[config.mk]
export PLATFORM = sky130hd
export DESIGN_NAME = padded_integer_to_ascii_core
export DESIGN_NICKNAME = d
export VERILOG_FILES = /design/src/rtl/pita_pkg.sv /design/src/rtl/pita_front.sv /design/src/rtl/pita_fifo.sv /design/src/rtl/pita_back.sv /design/src/rtl/padded_integer_to_ascii_core.sv
export SDC_FILE = /design/constraint.sdc
export NUM_CORES = 2
export LEC_CHECK = 0
export BUFFER_PORTS_ARGS = -buffer_cell sky130_fd_sc_hd__buf_2
export CAP_MARGIN = 10
export CORE_ASPECT_RATIO = 1.1
export CORE_MARGIN = 1.5
export CORE_UTILIZATION = 45
export DETAILED_ROUTE_END_ITERATION = 6
export GPL_TIMING_DRIVEN = 0
export PLACE_DENSITY = 0.66
export SKIP_LAST_GASP = 1
export SLEW_MARGIN = 15
export SYNTH_ARGS = -nofsm -noshare
export SYNTH_HDL_FRONTEND = slang
export SYNTH_SLANG_ARGS = --single-unit
[constraint.sdc]
create_clock -name i_clk -period 8.4 [get_ports i_clk]
set_input_delay 0.84 -clock i_clk [delete_from_list [all_inputs] [get_ports i_clk]]
set_output_delay 0.84 -clock i_clk [all_outputs]
set_load 0.005 [all_outputs]
[src/rtl/pita_pkg.sv]
// ----------------------------------------------------------------------------
// pita_pkg: shared types and constants of the padded integer to ASCII core
// Item record that passes from the classifier to the engine, character codes,
// mode codes and the digit-to-character mapping.
// ----------------------------------------------------------------------------
package pita_pkg;

    typedef enum logic [2:0] {
        MODE_SDEC = 3'd0,
        MODE_UDEC = 3'd1,
        MODE_HEXL = 3'd2,
        MODE_HEXU = 3'd3,
        MODE_PTR  = 3'd4
    } t_mode;

    localparam logic [5:0] MAX_WIDTH     = 6'd62;
    localparam logic [5:0] PTR_WIDTH     = 6'd8;
    localparam int         DIG_MAX       = 10;
    localparam int         BUF_AW        = $clog2(DIG_MAX);
    localparam int         FIFO_DEPTH    = 2;
    // floor(v / 10) == (v * RECIP10) >> 35 for every 32-bit v
    localparam logic [31:0] RECIP10      = 32'hCCCC_CCCD;
    localparam int          RECIP_SHIFT  = 35;

    localparam logic [7:0] CH_SPACE = 8'h20;
    localparam logic [7:0] CH_MINUS = 8'h2D;
    localparam logic [7:0] CH_ZERO  = 8'h30;
    localparam logic [7:0] CH_NINE  = 8'h39;
    localparam logic [7:0] CH_UA    = 8'h41;
    localparam logic [7:0] CH_UF    = 8'h46;
    localparam logic [7:0] CH_LA    = 8'h61;
    localparam logic [7:0] CH_LF    = 8'h66;
    localparam logic [7:0] CH_X     = 8'h78;

    typedef struct packed {
        logic        ptr;
        logic        hex;
        logic        upper;
        logic        neg;
        logic        zp;
        logic [5:0]  width;
        logic [31:0] mag;
    } t_item;

    function automatic logic [7:0] nibble_char(input logic [3:0] x, input logic upper);
        logic [7:0] base;
        base = upper ? CH_UA : CH_LA;
        if (x < 4'd10) begin
            return CH_ZERO + {4'b0, x};
        end
        return base + {4'b0, x} - 8'd10;
    endfunction

endpackage

[src/rtl/pita_front.sv]
// ----------------------------------------------------------------------------
// pita_front: input classifier
// Decodes the mode, takes the magnitude, saturates the width and pushes one
// item record into the queue per accepted transaction.
// ----------------------------------------------------------------------------
module pita_front (
    input  logic              i_valid,
    output logic              o_ready,
    input  logic [2:0]        i_mode,
    input  logic [31:0]       i_value,
    input  logic [5:0]        i_field_width,
    input  logic              i_pad_zero,
    input  logic              i_full,
    output logic              o_push,
    output pita_pkg::t_item   o_item
);

    logic [5:0] w_width;

    assign o_ready = !i_full;
    assign o_push  = i_valid && !i_full;
    assign w_width = (i_field_width > pita_pkg::MAX_WIDTH) ? pita_pkg::MAX_WIDTH
                                                           : i_field_width;

    always_comb begin
        o_item       = '0;
        o_item.width = w_width;
        o_item.mag   = i_value;
        o_item.zp    = i_pad_zero;
        case (pita_pkg::t_mode'(i_mode))
            pita_pkg::MODE_SDEC: begin
                o_item.neg = i_value[31];
                if (i_value[31]) begin
                    o_item.mag = 32'd0 - i_value;
                end
            end
            pita_pkg::MODE_HEXL: begin
                o_item.hex = 1'b1;
            end
            pita_pkg::MODE_HEXU: begin
                o_item.hex   = 1'b1;
                o_item.upper = 1'b1;
            end
            pita_pkg::MODE_PTR: begin
                o_item.hex = 1'b1;
                o_item.ptr = 1'b1;
                o_item.zp  = 1'b1;
                if (w_width == 6'd0) begin
                    o_item.width = pita_pkg::PTR_WIDTH;
                end
            end
            default: begin
                // unsigned decimal, also for the unused codes
            end
        endcase
    end

endmodule

[src/rtl/pita_fifo.sv]
// ----------------------------------------------------------------------------
// pita_fifo: item queue
// Short show-ahead queue of classified items between classifier and engine.
// ----------------------------------------------------------------------------
module pita_fifo #(
    parameter int DEPTH = pita_pkg::FIFO_DEPTH
) (
    input  logic              i_clk,
    input  logic              i_rst_n,
    input  logic              i_push,
    input  pita_pkg::t_item   i_data,
    output logic              o_full,
    output logic              o_valid,
    input  logic              i_pop,
    output pita_pkg::t_item   o_data
);

    localparam int AW = (DEPTH > 1) ? $clog2(DEPTH) : 1;
    localparam int CW = $clog2(DEPTH + 1);

    pita_pkg::t_item r_mem [DEPTH];
    logic [AW-1:0]   r_wp, r_rp;
    logic [CW-1:0]   r_cnt;
    logic            w_push, w_pop;

    assign o_full  = (r_cnt == CW'(DEPTH));
    assign o_valid = (r_cnt != '0);
    assign o_data  = r_mem[r_rp];
    assign w_push  = i_push && !o_full;
    assign w_pop   = i_pop && o_valid;

    always_ff @(posedge i_clk) begin
        if (!i_rst_n) begin
            r_wp  <= '0;
            r_rp  <= '0;
            r_cnt <= '0;
        end else begin
            if (w_push) begin
                r_wp <= (r_wp == AW'(DEPTH - 1)) ? '0 : r_wp + 1'b1;
            end
            if (w_pop) begin
                r_rp <= (r_rp == AW'(DEPTH - 1)) ? '0 : r_rp + 1'b1;
            end
            if (w_push && !w_pop) begin
                r_cnt <= r_cnt + 1'b1;
            end else if (w_pop && !w_push) begin
                r_cnt <= r_cnt - 1'b1;
            end
        end
    end

    always_ff @(posedge i_clk) begin
        if (w_push) begin
            r_mem[r_wp] <= i_data;
        end
    end

endmodule

[src/rtl/pita_back.sv]
// ----------------------------------------------------------------------------
// pita_back: conversion and emission engine
// Splits the magnitude into digits (reciprocal multiply for decimal, nibbles
// for hex), then streams prefix, sign, padding and digits into the output
// register, one character per cycle while the output is not stalled.
// ----------------------------------------------------------------------------
module pita_back (
    input  logic              i_clk,
    input  logic              i_rst_n,
    input  logic              i_item_valid,
    input  pita_pkg::t_item   i_item,
    output logic              o_pop,
    output logic              o_valid,
    input  logic              i_ready,
    output logic [7:0]        o_ascii_char,
    output logic              o_last
);

    typedef enum logic [9:0] {
        S_IDLE      = 10'b00_0000_0001,
        S_MUL       = 10'b00_0000_0010,
        S_DIV       = 10'b00_0000_0100,
        S_HEX       = 10'b00_0000_1000,
        S_PFX0      = 10'b00_0001_0000,
        S_PFX1      = 10'b00_0010_0000,
        S_SGN_LEAD  = 10'b00_0100_0000,
        S_PAD       = 10'b00_1000_0000,
        S_SGN_TRAIL = 10'b01_0000_0000,
        S_DIG       = 10'b10_0000_0000
    } t_state;

    localparam int QW = 64 - pita_pkg::RECIP_SHIFT;

    t_state          r_state, n_state;
    pita_pkg::t_item r_item;
    logic [31:0]     r_val;
    logic [QW-1:0]   r_q;
    logic [3:0]      r_len;
    logic [pita_pkg::BUF_AW-1:0] r_idx;
    logic [5:0]      r_pads;
    logic [7:0]      r_buf [pita_pkg::DIG_MAX];
    logic            r_ovalid;
    logic [7:0]      r_ochar;
    logic            r_olast;

    logic [63:0]     w_prod;
    logic [31:0]     w_q10, w_rem;
    logic [3:0]      w_nlen;
    logic [6:0]      w_eff, w_w7;
    logic [5:0]      w_pads_new;
    logic            w_conv_done, w_stall, w_emit;
    logic [7:0]      w_char;

    function automatic t_state after_pad(input logic neg, input logic zp);
        return (neg && !zp) ? S_SGN_TRAIL : S_DIG;
    endfunction

    function automatic t_state after_lead(input logic neg, input logic zp,
                                          input logic [5:0] pads);
        return (pads != 6'd0) ? S_PAD : after_pad(neg, zp);
    endfunction

    function automatic t_state after_prefix(input logic neg, input logic zp,
                                            input logic [5:0] pads);
        return (neg && zp) ? S_SGN_LEAD : after_lead(neg, zp, pads);
    endfunction

    assign w_prod  = 64'(r_val) * 64'(pita_pkg::RECIP10);
    assign w_q10   = {r_q, 3'b000} + {2'b00, r_q, 1'b0};
    assign w_rem   = r_val - w_q10;
    assign w_nlen  = r_len + 4'd1;
    // sign counts toward the width in both pad styles
    assign w_eff   = {3'b000, w_nlen} + {6'd0, r_item.neg};
    assign w_w7    = {1'b0, r_item.width};
    assign w_pads_new = (w_w7 > w_eff) ? 6'(w_w7 - w_eff) : 6'd0;
    assign w_conv_done = ((r_state == S_DIV) && (r_q == '0))
                      || ((r_state == S_HEX) && (r_val[31:4] == 28'd0));

    assign w_stall = r_ovalid && !i_ready;
    assign w_emit  = !w_stall && (r_state != S_IDLE) && (r_state != S_MUL)
                  && (r_state != S_DIV) && (r_state != S_HEX);
    assign o_pop   = (r_state == S_IDLE) && i_item_valid;

    always_comb begin
        case (r_state)
            S_PFX0:      w_char = pita_pkg::CH_ZERO;
            S_PFX1:      w_char = pita_pkg::CH_X;
            S_SGN_LEAD:  w_char = pita_pkg::CH_MINUS;
            S_SGN_TRAIL: w_char = pita_pkg::CH_MINUS;
            S_PAD:       w_char = r_item.zp ? pita_pkg::CH_ZERO : pita_pkg::CH_SPACE;
            default:     w_char = r_buf[r_idx];
        endcase
    end

    always_comb begin
        n_state = r_state;
        case (r_state)
            S_IDLE: begin
                if (i_item_valid) begin
                    n_state = i_item.hex ? S_HEX : S_MUL;
                end
            end
            S_MUL: n_state = S_DIV;
            S_DIV, S_HEX: begin
                if (w_conv_done) begin
                    n_state = r_item.ptr ? S_PFX0
                            : after_prefix(r_item.neg, r_item.zp, w_pads_new);
                end else if (r_state == S_DIV) begin
                    n_state = S_MUL;
                end
            end
            S_PFX0: if (w_emit) n_state = S_PFX1;
            S_PFX1: if (w_emit) n_state = after_prefix(r_item.neg, r_item.zp, r_pads);
            S_SGN_LEAD: if (w_emit) n_state = after_lead(r_item.neg, r_item.zp, r_pads);
            S_PAD: begin
                if (w_emit && (r_pads == 6'd1)) begin
                    n_state = after_pad(r_item.neg, r_item.zp);
                end
            end
            S_SGN_TRAIL: if (w_emit) n_state = S_DIG;
            S_DIG: begin
                if (w_emit && (r_idx == '0)) begin
                    n_state = S_IDLE;
                end
            end
            default: n_state = S_IDLE;
        endcase
    end

    always_ff @(posedge i_clk) begin
        if (!i_rst_n) begin
            r_state  <= S_IDLE;
            r_ovalid <= 1'b0;
        end else begin
            r_state <= n_state;
            if (w_emit) begin
                r_ovalid <= 1'b1;
            end else if (i_ready) begin
                r_ovalid <= 1'b0;
            end
        end
    end

    always_ff @(posedge i_clk) begin
        if (w_emit) begin
            r_ochar <= w_char;
            r_olast <= (r_state == S_DIG) && (r_idx == '0);
        end
        case (r_state)
            S_IDLE: begin
                r_item <= i_item;
                r_val  <= i_item.mag;
                r_len  <= 4'd0;
            end
            S_MUL: begin
                r_q <= w_prod[63:pita_pkg::RECIP_SHIFT];
            end
            S_DIV, S_HEX: begin
                if (r_state == S_DIV) begin
                    r_buf[r_len[pita_pkg::BUF_AW-1:0]] <= pita_pkg::nibble_char(w_rem[3:0], 1'b0);
                    r_val <= 32'(r_q);
                end else begin
                    r_buf[r_len[pita_pkg::BUF_AW-1:0]] <= pita_pkg::nibble_char(r_val[3:0],
                                                                             r_item.upper);
                    r_val <= {4'd0, r_val[31:4]};
                end
                r_len  <= w_nlen;
                r_idx  <= r_len[pita_pkg::BUF_AW-1:0];
                r_pads <= w_pads_new;
            end
            S_PAD: begin
                if (w_emit) begin
                    r_pads <= r_pads - 6'd1;
                end
            end
            S_DIG: begin
                if (w_emit && (r_idx != '0)) begin
                    r_idx <= r_idx - 1'b1;
                end
            end
            default: begin
            end
        endcase
    end

    assign o_valid      = r_ovalid;
    assign o_ascii_char = r_ochar;
    assign o_last       = r_olast;

endmodule

[src/rtl/padded_integer_to_ascii_core.sv]
// ----------------------------------------------------------------------------
// padded_integer_to_ascii_core: printf-style integer formatter
// Formats one 32-bit value as signed/unsigned decimal, lower/upper hex or a
// "0x" pointer, left padded to a field width, one ASCII character per output
// transaction, with the final character flagged.
//
//   channel  direction  handshake            payload
//   input    in         i_valid / o_ready    i_mode, i_value, i_field_width,
//                                            i_pad_zero
//   output   out        o_valid / i_ready    o_ascii_char, o_last
//
// Sequence: the engine picks up an item, then works through each decimal digit
// with a reciprocal multiply and then a remainder step, or through each hex
// digit with a nibble step, then emits each character in turn.
// Reset: synchronous, active low; clears the queue, engine state and output
// valid. No clearing pass.
// Stalls: the item queue lets the input side keep accepting, until it fills,
// while the engine works or the output is stalled; the output register holds
// its character until taken.
// ----------------------------------------------------------------------------
module padded_integer_to_ascii_core #(
    parameter int FIFO_DEPTH = pita_pkg::FIFO_DEPTH
) (
    input  logic        i_clk,
    input  logic        i_rst_n,
    input  logic        i_valid,
    output logic        o_ready,
    input  logic [2:0]  i_mode,
    input  logic [31:0] i_value,
    input  logic [5:0]  i_field_width,
    input  logic        i_pad_zero,
    output logic        o_valid,
    input  logic        i_ready,
    output logic [7:0]  o_ascii_char,
    output logic        o_last
);

    pita_pkg::t_item w_push_item, w_head_item;
    logic            w_push, w_full, w_head_valid, w_pop;

    // classify the incoming transaction and push it into the queue
    pita_front u_front (
        .i_valid       (i_valid),
        .o_ready       (o_ready),
        .i_mode        (i_mode),
        .i_value       (i_value),
        .i_field_width (i_field_width),
        .i_pad_zero    (i_pad_zero),
        .i_full        (w_full),
        .o_push        (w_push),
        .o_item        (w_push_item)
    );

    // hold classified items until the engine is free
    pita_fifo #(
        .DEPTH (FIFO_DEPTH)
    ) u_fifo (
        .i_clk   (i_clk),
        .i_rst_n (i_rst_n),
        .i_push  (w_push),
        .i_data  (w_push_item),
        .o_full  (w_full),
        .o_valid (w_head_valid),
        .i_pop   (w_pop),
        .o_data  (w_head_item)
    );

    // convert and stream characters, one item at a time
    pita_back u_back (
        .i_clk        (i_clk),
        .i_rst_n      (i_rst_n),
        .i_item_valid (w_head_valid),
        .i_item       (w_head_item),
        .o_pop        (w_pop),
        .o_valid      (o_valid),
        .i_ready      (i_ready),
        .o_ascii_char (o_ascii_char),
        .o_last       (o_last)
    );

endmodule

-- Word level (Yosys, flattened, before mapping)
Memory sizes are Yosys's and may differ from the RTL's. A register that Yosys moved wholly into a read port is not among the register bits.
Cells that the tools add are included.
- memories: 2
- bits in writable memories: 166
- output and inout port bits: 11
- flip-flop bits (word level): 109
- bits of input ports: 46
- mux-type cells: 69
- reduce and logical (&&, ||, !) cells: 46
- equality and inequality tests: 29
- bitwise logic cells: 1
- $add $sub $neg: 18
- $lt $le $gt $ge: 4
- multiply operators: 1
- memories (memory ; words ; width ; rd ports ; clocked after Yosys merged registers in ; write ports ; line ; text):
    u_fifo.r_mem ; 2 ; 43 ; 1 ; 1 ; 1 ; pita_fifo.sv:21 ; pita_pkg::t_item r_mem [DEPTH];
    u_back.r_buf ; 10 ; 8 ; 1 ; 1 ; 1 ; pita_back.sv:41 ; logic [7:0] r_buf [pita_pkg::DIG_MAX];
- operator list (operator ; number):
    $mux W10 ; 15
    $pmux W10 S9 ; 1
    $mux W8 ; 9
    $mul A32 B32 Y64 const B ; 1
    $mux W32 ; 2
    $pmux W32 S2 ; 1
    $pmux W8 S4 ; 1
    $sub A1 B32 Y32 const A ; 1
    $mux W6 ; 5
    $logic_not A29 Y1 ; 1
    $mux W29 ; 1
    $logic_not A28 Y1 ; 1
    $mux W1 ; 24
    $logic_and A1 B1 Y1 ; 19
    $ne A2 B1 Y1 const B ; 8
    $pmux W4 S2 ; 2
    $sub A8 B4 Y8 const B ; 2
    $add A6 B4 Y7 const A ; 2
    $mux W4 ; 3
    $pmux W6 S2 ; 1
    $reduce_bool A2 Y1 ; 6
    $reduce_bool A6 Y1 ; 2
    $eq A10 B1 Y1 const B ; 1
    $eq A10 B10 Y1 const B ; 1
    47 further kinds ; 58

-- Depth between registers and ports, before layout
- depth in word-level cells: 11
- mapped depth: 26
- depth with buffers taken out: 26

-- By module
Synthesis repeated with hierarchy kept, for this count alone.
- cells, all modules: 2593
- area total of the unflattened synthesis: 29016.6 um2
- by module, submodules not included (module ; area an instance (um2) ; cells an instance ; times used):
    pita_back ; 24872.6 ; 2309 ; 1
    pita_fifo ; 3338.2 ; 159 ; 1
    pita_front ; 805.8 ; 125 ; 1

-- Worst setup path before layout
No wires, ideal clock.
- path type: flip-flop to flip-flop
- from: register u_back.r_val[8]
- to: register u_back.r_q[28] (data pin)
- setup time: 0.258 ns
- cell stages (with the launch flop): 25
- clock period less this slack: 7.028 ns
- arrival: 6.770 ns
- setup slack: 1.372 ns
- buffers on the path: 1
- cells stage by stage: edfxtp_1 -> inv_1 -> ha_1 -> clkbuf_1 -> xnor2_1 -> o21ai_0 -> fa_1 -> inv_1 -> fa_1 -> fa_1 -> inv_1 -> fa_1 -> fa_1 -> inv_1 -> fa_1 -> inv_1 -> ha_1 -> and4_1 -> nand3_1 -> a311oi_1 -> o31ai_1 -> a2111o_1 -> a21boi_1 -> o31a_1 -> xnor2_1
- word-level cells in the longest chain between the ends: 1
- ends and longest elaborated chain (element ; line ; text):
    start, declared ; pita_back.sv:36 ; logic [31:0] r_val;
    start signal, assigned ; pita_back.sv:152 ; r_val <= i_item.mag;
    start signal, assigned ; pita_back.sv:161 ; r_val <= 32'(r_q);
    start signal, assigned ; pita_back.sv:165 ; r_val <= {4'd0, r_val[31:4]};
    $mul A32 B32 Y64 ; pita_back.sv:68 ; assign w_prod = 64'(r_val) * 64'(pita_pkg::RECIP10);
    named net u_back.w_prod[63] ; pita_back.sv:46 ; logic [63:0] w_prod;
    end signal, assigned ; pita_back.sv:156 ; r_q <= w_prod[63:pita_pkg::RECIP_SHIFT];
    end, declared ; pita_back.sv:37 ; logic [QW-1:0] r_q;
The timed path passes the listed nets, and every way through them passes these cells.
A chain may end at the register's enable or synchronous reset.

-- Worst setup path in the final report
- from: register u_back.r_val[21]
- to: register u_back.r_q[22] (data pin)
The elaborated chain is that of the path after synthesis.

==> flow_metrics.env <==
export IMPL_status="finished clean"
export IMPL_drive_gt1_share_pct=7.52
export IMPL_async_reset_ff_share_pct=0
export IMPL_die_area_mm2=0.0681
export IMPL_required_ns=8.67
export IMPL_postRouteAntennaNets=0
export IMPL_die_width_um=249
export IMPL_wl_per_cell_um=21.3
export IMPL_path_delay_family="adder cells"
export IMPL_max_freq_ghz=0.123
export IMPL_synthXorXnorAreaFrac_pct=3.95
export IMPL_vias=20789
export IMPL_syn_avg_cell_area_um2=10.8
export IMPL_max_slew_margin_pct=26.4
export IMPL_die_y_um=273
export IMPL_synth_top_family_by_area="adder cells"
export IMPL_yosysSeqAreaShare_pct=26.3
export IMPL_final_area_mm2=0.0326
export IMPL_regArea_mm2=0.00788
export IMPL_max_cap_violations=0
export IMPL_multiInputGateArea_mm2=0.0195
export IMPL_grt_pass1_wl_mm=124
export IMPL_max_stage_delay_ns=0.63
export IMPL_fill_cells=5824
export IMPL_start_util_pct=45.8
export IMPL_cts_hold_buf=0
export IMPL_dpl_cell_area_mm2=0.0314
export IMPL_fin_crit_sh_pct=97.1
export IMPL_clkTransAtPathRegs_ns=0.07
export IMPL_synth_area_leaders="fa_1 26%, edfxtp_1 25%, ha_1 16%"
export IMPL_fin_setup_tns_ns=0
export IMPL_grt_overflow_total=0
export IMPL_clk_path_buf_depth=3
export IMPL_grt_setup_unrepaired="yes"
export IMPL_crit_path_max_fanout=6
export IMPL_yosys_area_share_simple_pct=6.93
export IMPL_post_dp_hpwl_mm=68.0
export IMPL_utilization_pct=49.9
export IMPL_cts_buffers=26
export IMPL_drv_slew=0
export IMPL_clock_skew_ns=0.0237
export IMPL_ios=57
export IMPL_design_core_area_mm2=0.0654
export IMPL_yosys_area_top_type="fa_1"
export IMPL_cts_root_buf="clkbuf_16"
export IMPL_ys_types=75
export IMPL_cts_tree="built"
export IMPL_worstMarginPinSlew_ns=1.09
export IMPL_synth_flop_cell="edfxtp_1"
export IMPL_synth_compound_area_share_pct=8.76
export IMPL_synthTopCellsByCount="624 x inv_1, 387 x fa_1, 386 x ha_1"
export IMPL_gp_congestion=0.972
export IMPL_synthAdderAreaFrac_pct=42.0
export IMPL_nets=3713
export IMPL_hold_class="reg2reg"
export IMPL_numClockSinks=269
export IMPL_synth_seq_cells=269
export IMPL_syn_area_mm2=0.0299
export IMPL_crit_slowest_cell="edfxtp_1"
export IMPL_placementRows=98
export IMPL_drcViolationCount=0
export IMPL_ctsHtreeMaxLevel=1
export IMPL_area_growth_syn_to_layout_pct=9.08
export IMPL_criticalPathCategory="reg2reg"
export IMPL_path_buf_inv=7
export IMPL_clock_latency_ns=0.55
export IMPL_hold_viol_final=0
export IMPL_ys_warn_count=0
export IMPL_muxShareOfSynthArea_pct=3.14
export IMPL_setup_viol=0
export IMPL_antenna_found_initial=0
export IMPL_period_minus_slack_ns=8.15
export IMPL_fin_hold_ws_ns=0.511
export IMPL_grt_max_degree=32
export IMPL_synth_top_area_share_pct=25.9
export IMPL_critPathLaunchType="flip-flop"
export IMPL_vias_per_cell=5.52
export IMPL_dr_pass1_iters=6
export IMPL_grt_use_total_pct=23.9
export IMPL_synth_fp_nets=3587
export IMPL_synth_cells=2768
export IMPL_drt_wl_total_mm=80.1
export IMPL_grt_pass1_vias=21361
export IMPL_yosysMostFrequentCell="inv_1"
export IMPL_synth_edf_count=249
export IMPL_worstPathArrival_ns=8.43
export IMPL_portBuffers=55
export IMPL_cp_end_kind="flip-flop"
export IMPL_drt_iter0_markers=1756
-- worst paths after layout --
check,start,endpoint,slack (ns),cells past startpoint
worst min-delay path,u_fifo.r_rp$_SDFFE_PN0P_,u_fifo.r_rp$_SDFFE_PN0P_,0.51,2
worst max-delay path,u_back.r_val[21]$_DFFE_PP_,u_back.r_q[22]$_DFFE_PP_,0.25,25
worst min register to register,u_fifo.r_rp$_SDFFE_PN0P_,u_fifo.r_rp$_SDFFE_PN0P_,0.51,2
worst max register to register,u_back.r_val[21]$_DFFE_PP_,u_back.r_q[22]$_DFFE_PP_,0.25,25
-- worst register-to-register path, stage by stage, from the launching register on --
cell and delay (ns):
edfxtp_1 0.63, inv_1 0.15, ha_2 0.51, inv_1 0.14, fa_1 0.50, inv_1 0.06
fa_1 0.56, inv_1 0.09, fa_1 0.50, inv_1 0.05, fa_1 0.59, fa_1 0.44
fa_1 0.50, inv_1 0.05, fa_1 0.48, inv_1 0.04, ha_1 0.48, nand3_1 0.12
nor2_1 0.24, nand2_1 0.14, nor4_1 0.20, a221o_1 0.40, o211ai_1 0.29, o21ai_0 0.33
o21ai_0 0.20, xnor2_1 0.18
-- state kept, by name (all words and copies together) (netlist names), named ones only --
register / flops
u_back.o_ascii_char: 7
u_back.o_last: 1
u_back.o_valid: 1
u_back.r_buf: 70
u_back.r_idx: 4
u_back.r_item: 10
u_back.r_len: 4
u_back.r_pads: 6
u_back.r_q: 29
u_back.r_state: 10
u_back.r_val: 32
u_fifo.r_cnt: 2
u_fifo.r_mem: 86
u_fifo.r_rp: 1
u_fifo.r_wp: 1
-- placed cells by master (no fill, tap or decap), types with 10 or more instances in the layout --
cell       count
a311oi_1      30
nor4_1        13
clkbuf_16     26
mux2i_1       40
nand3_1       28
clkbuf_1      63
nand4_1       16
buf_2         62
a21oi_1      153
and2_1        20
xnor2_1       73
nand2b_1      11
nor2b_1       41
or3_1         10
edfxtp_1     249
nand2_1       91
nor3_1        46
mux4_2        14
o21ai_0       79
and3_1        15
buf_4         44
fa_1         387
nor2_1        66
xor2_1        60
inv_1        624
dfxtp_1       20
mux2_2        20
a21o_1        53
ha_1         381
-- cell families after synthesis --
logic type,after synthesis
XOR/XNOR,135
flip-flops,269
adder cells (fa/ha/maj),773
multiplexers,74
AO/OA/AOI/OAI,416
AND/OR/NAND/NOR,400
other,1
buffers and inverters,700
-- repair_timing --
| item | in CTS | in global routing |
|---|---|---|
| gates resized for setup | 4 | 12 |
| pin swaps | 0 | 1 |
| buffers inserted | 4 | 35 |
| endpoints found under the hold margin | 0 | 0 |
| setup endpoints to repair | 17 | 16 |
-- metal layers --
metal / track usage [%] / wire [um]
met1: 31.1 / 32900
met2: 41.6 / 39800
met3: 2.76 / 4360
met4: 7.72 / 3020
met5: 0 / 0
-- area by class of cell --
class                      instances  area share [%]
sequential                       269            24.1
multi-input combinational       1799            59.7
clock buffer                      33            2.20
clock inverter                    15           0.671
antenna                            1         0.00767
tap                              850            3.26
buffer                            74           0.920
timing repair buffer             100            1.95
inverter                         624            7.18
-- stage by stage --
stage | cells | setup WS, ns
after floorplan | 2768 | 1.37
after global placement | 3673 | -0.556
after detailed placement | 3679 | -0.453
after CTS | 3731 | 0.0513
after global routing | 3764 | 0.0140
final | 3765 | 0.246
Power is left out: the tool's default activity adds up to more than one toggle a clock period on the data nets, which glitch-free logic cannot reach.
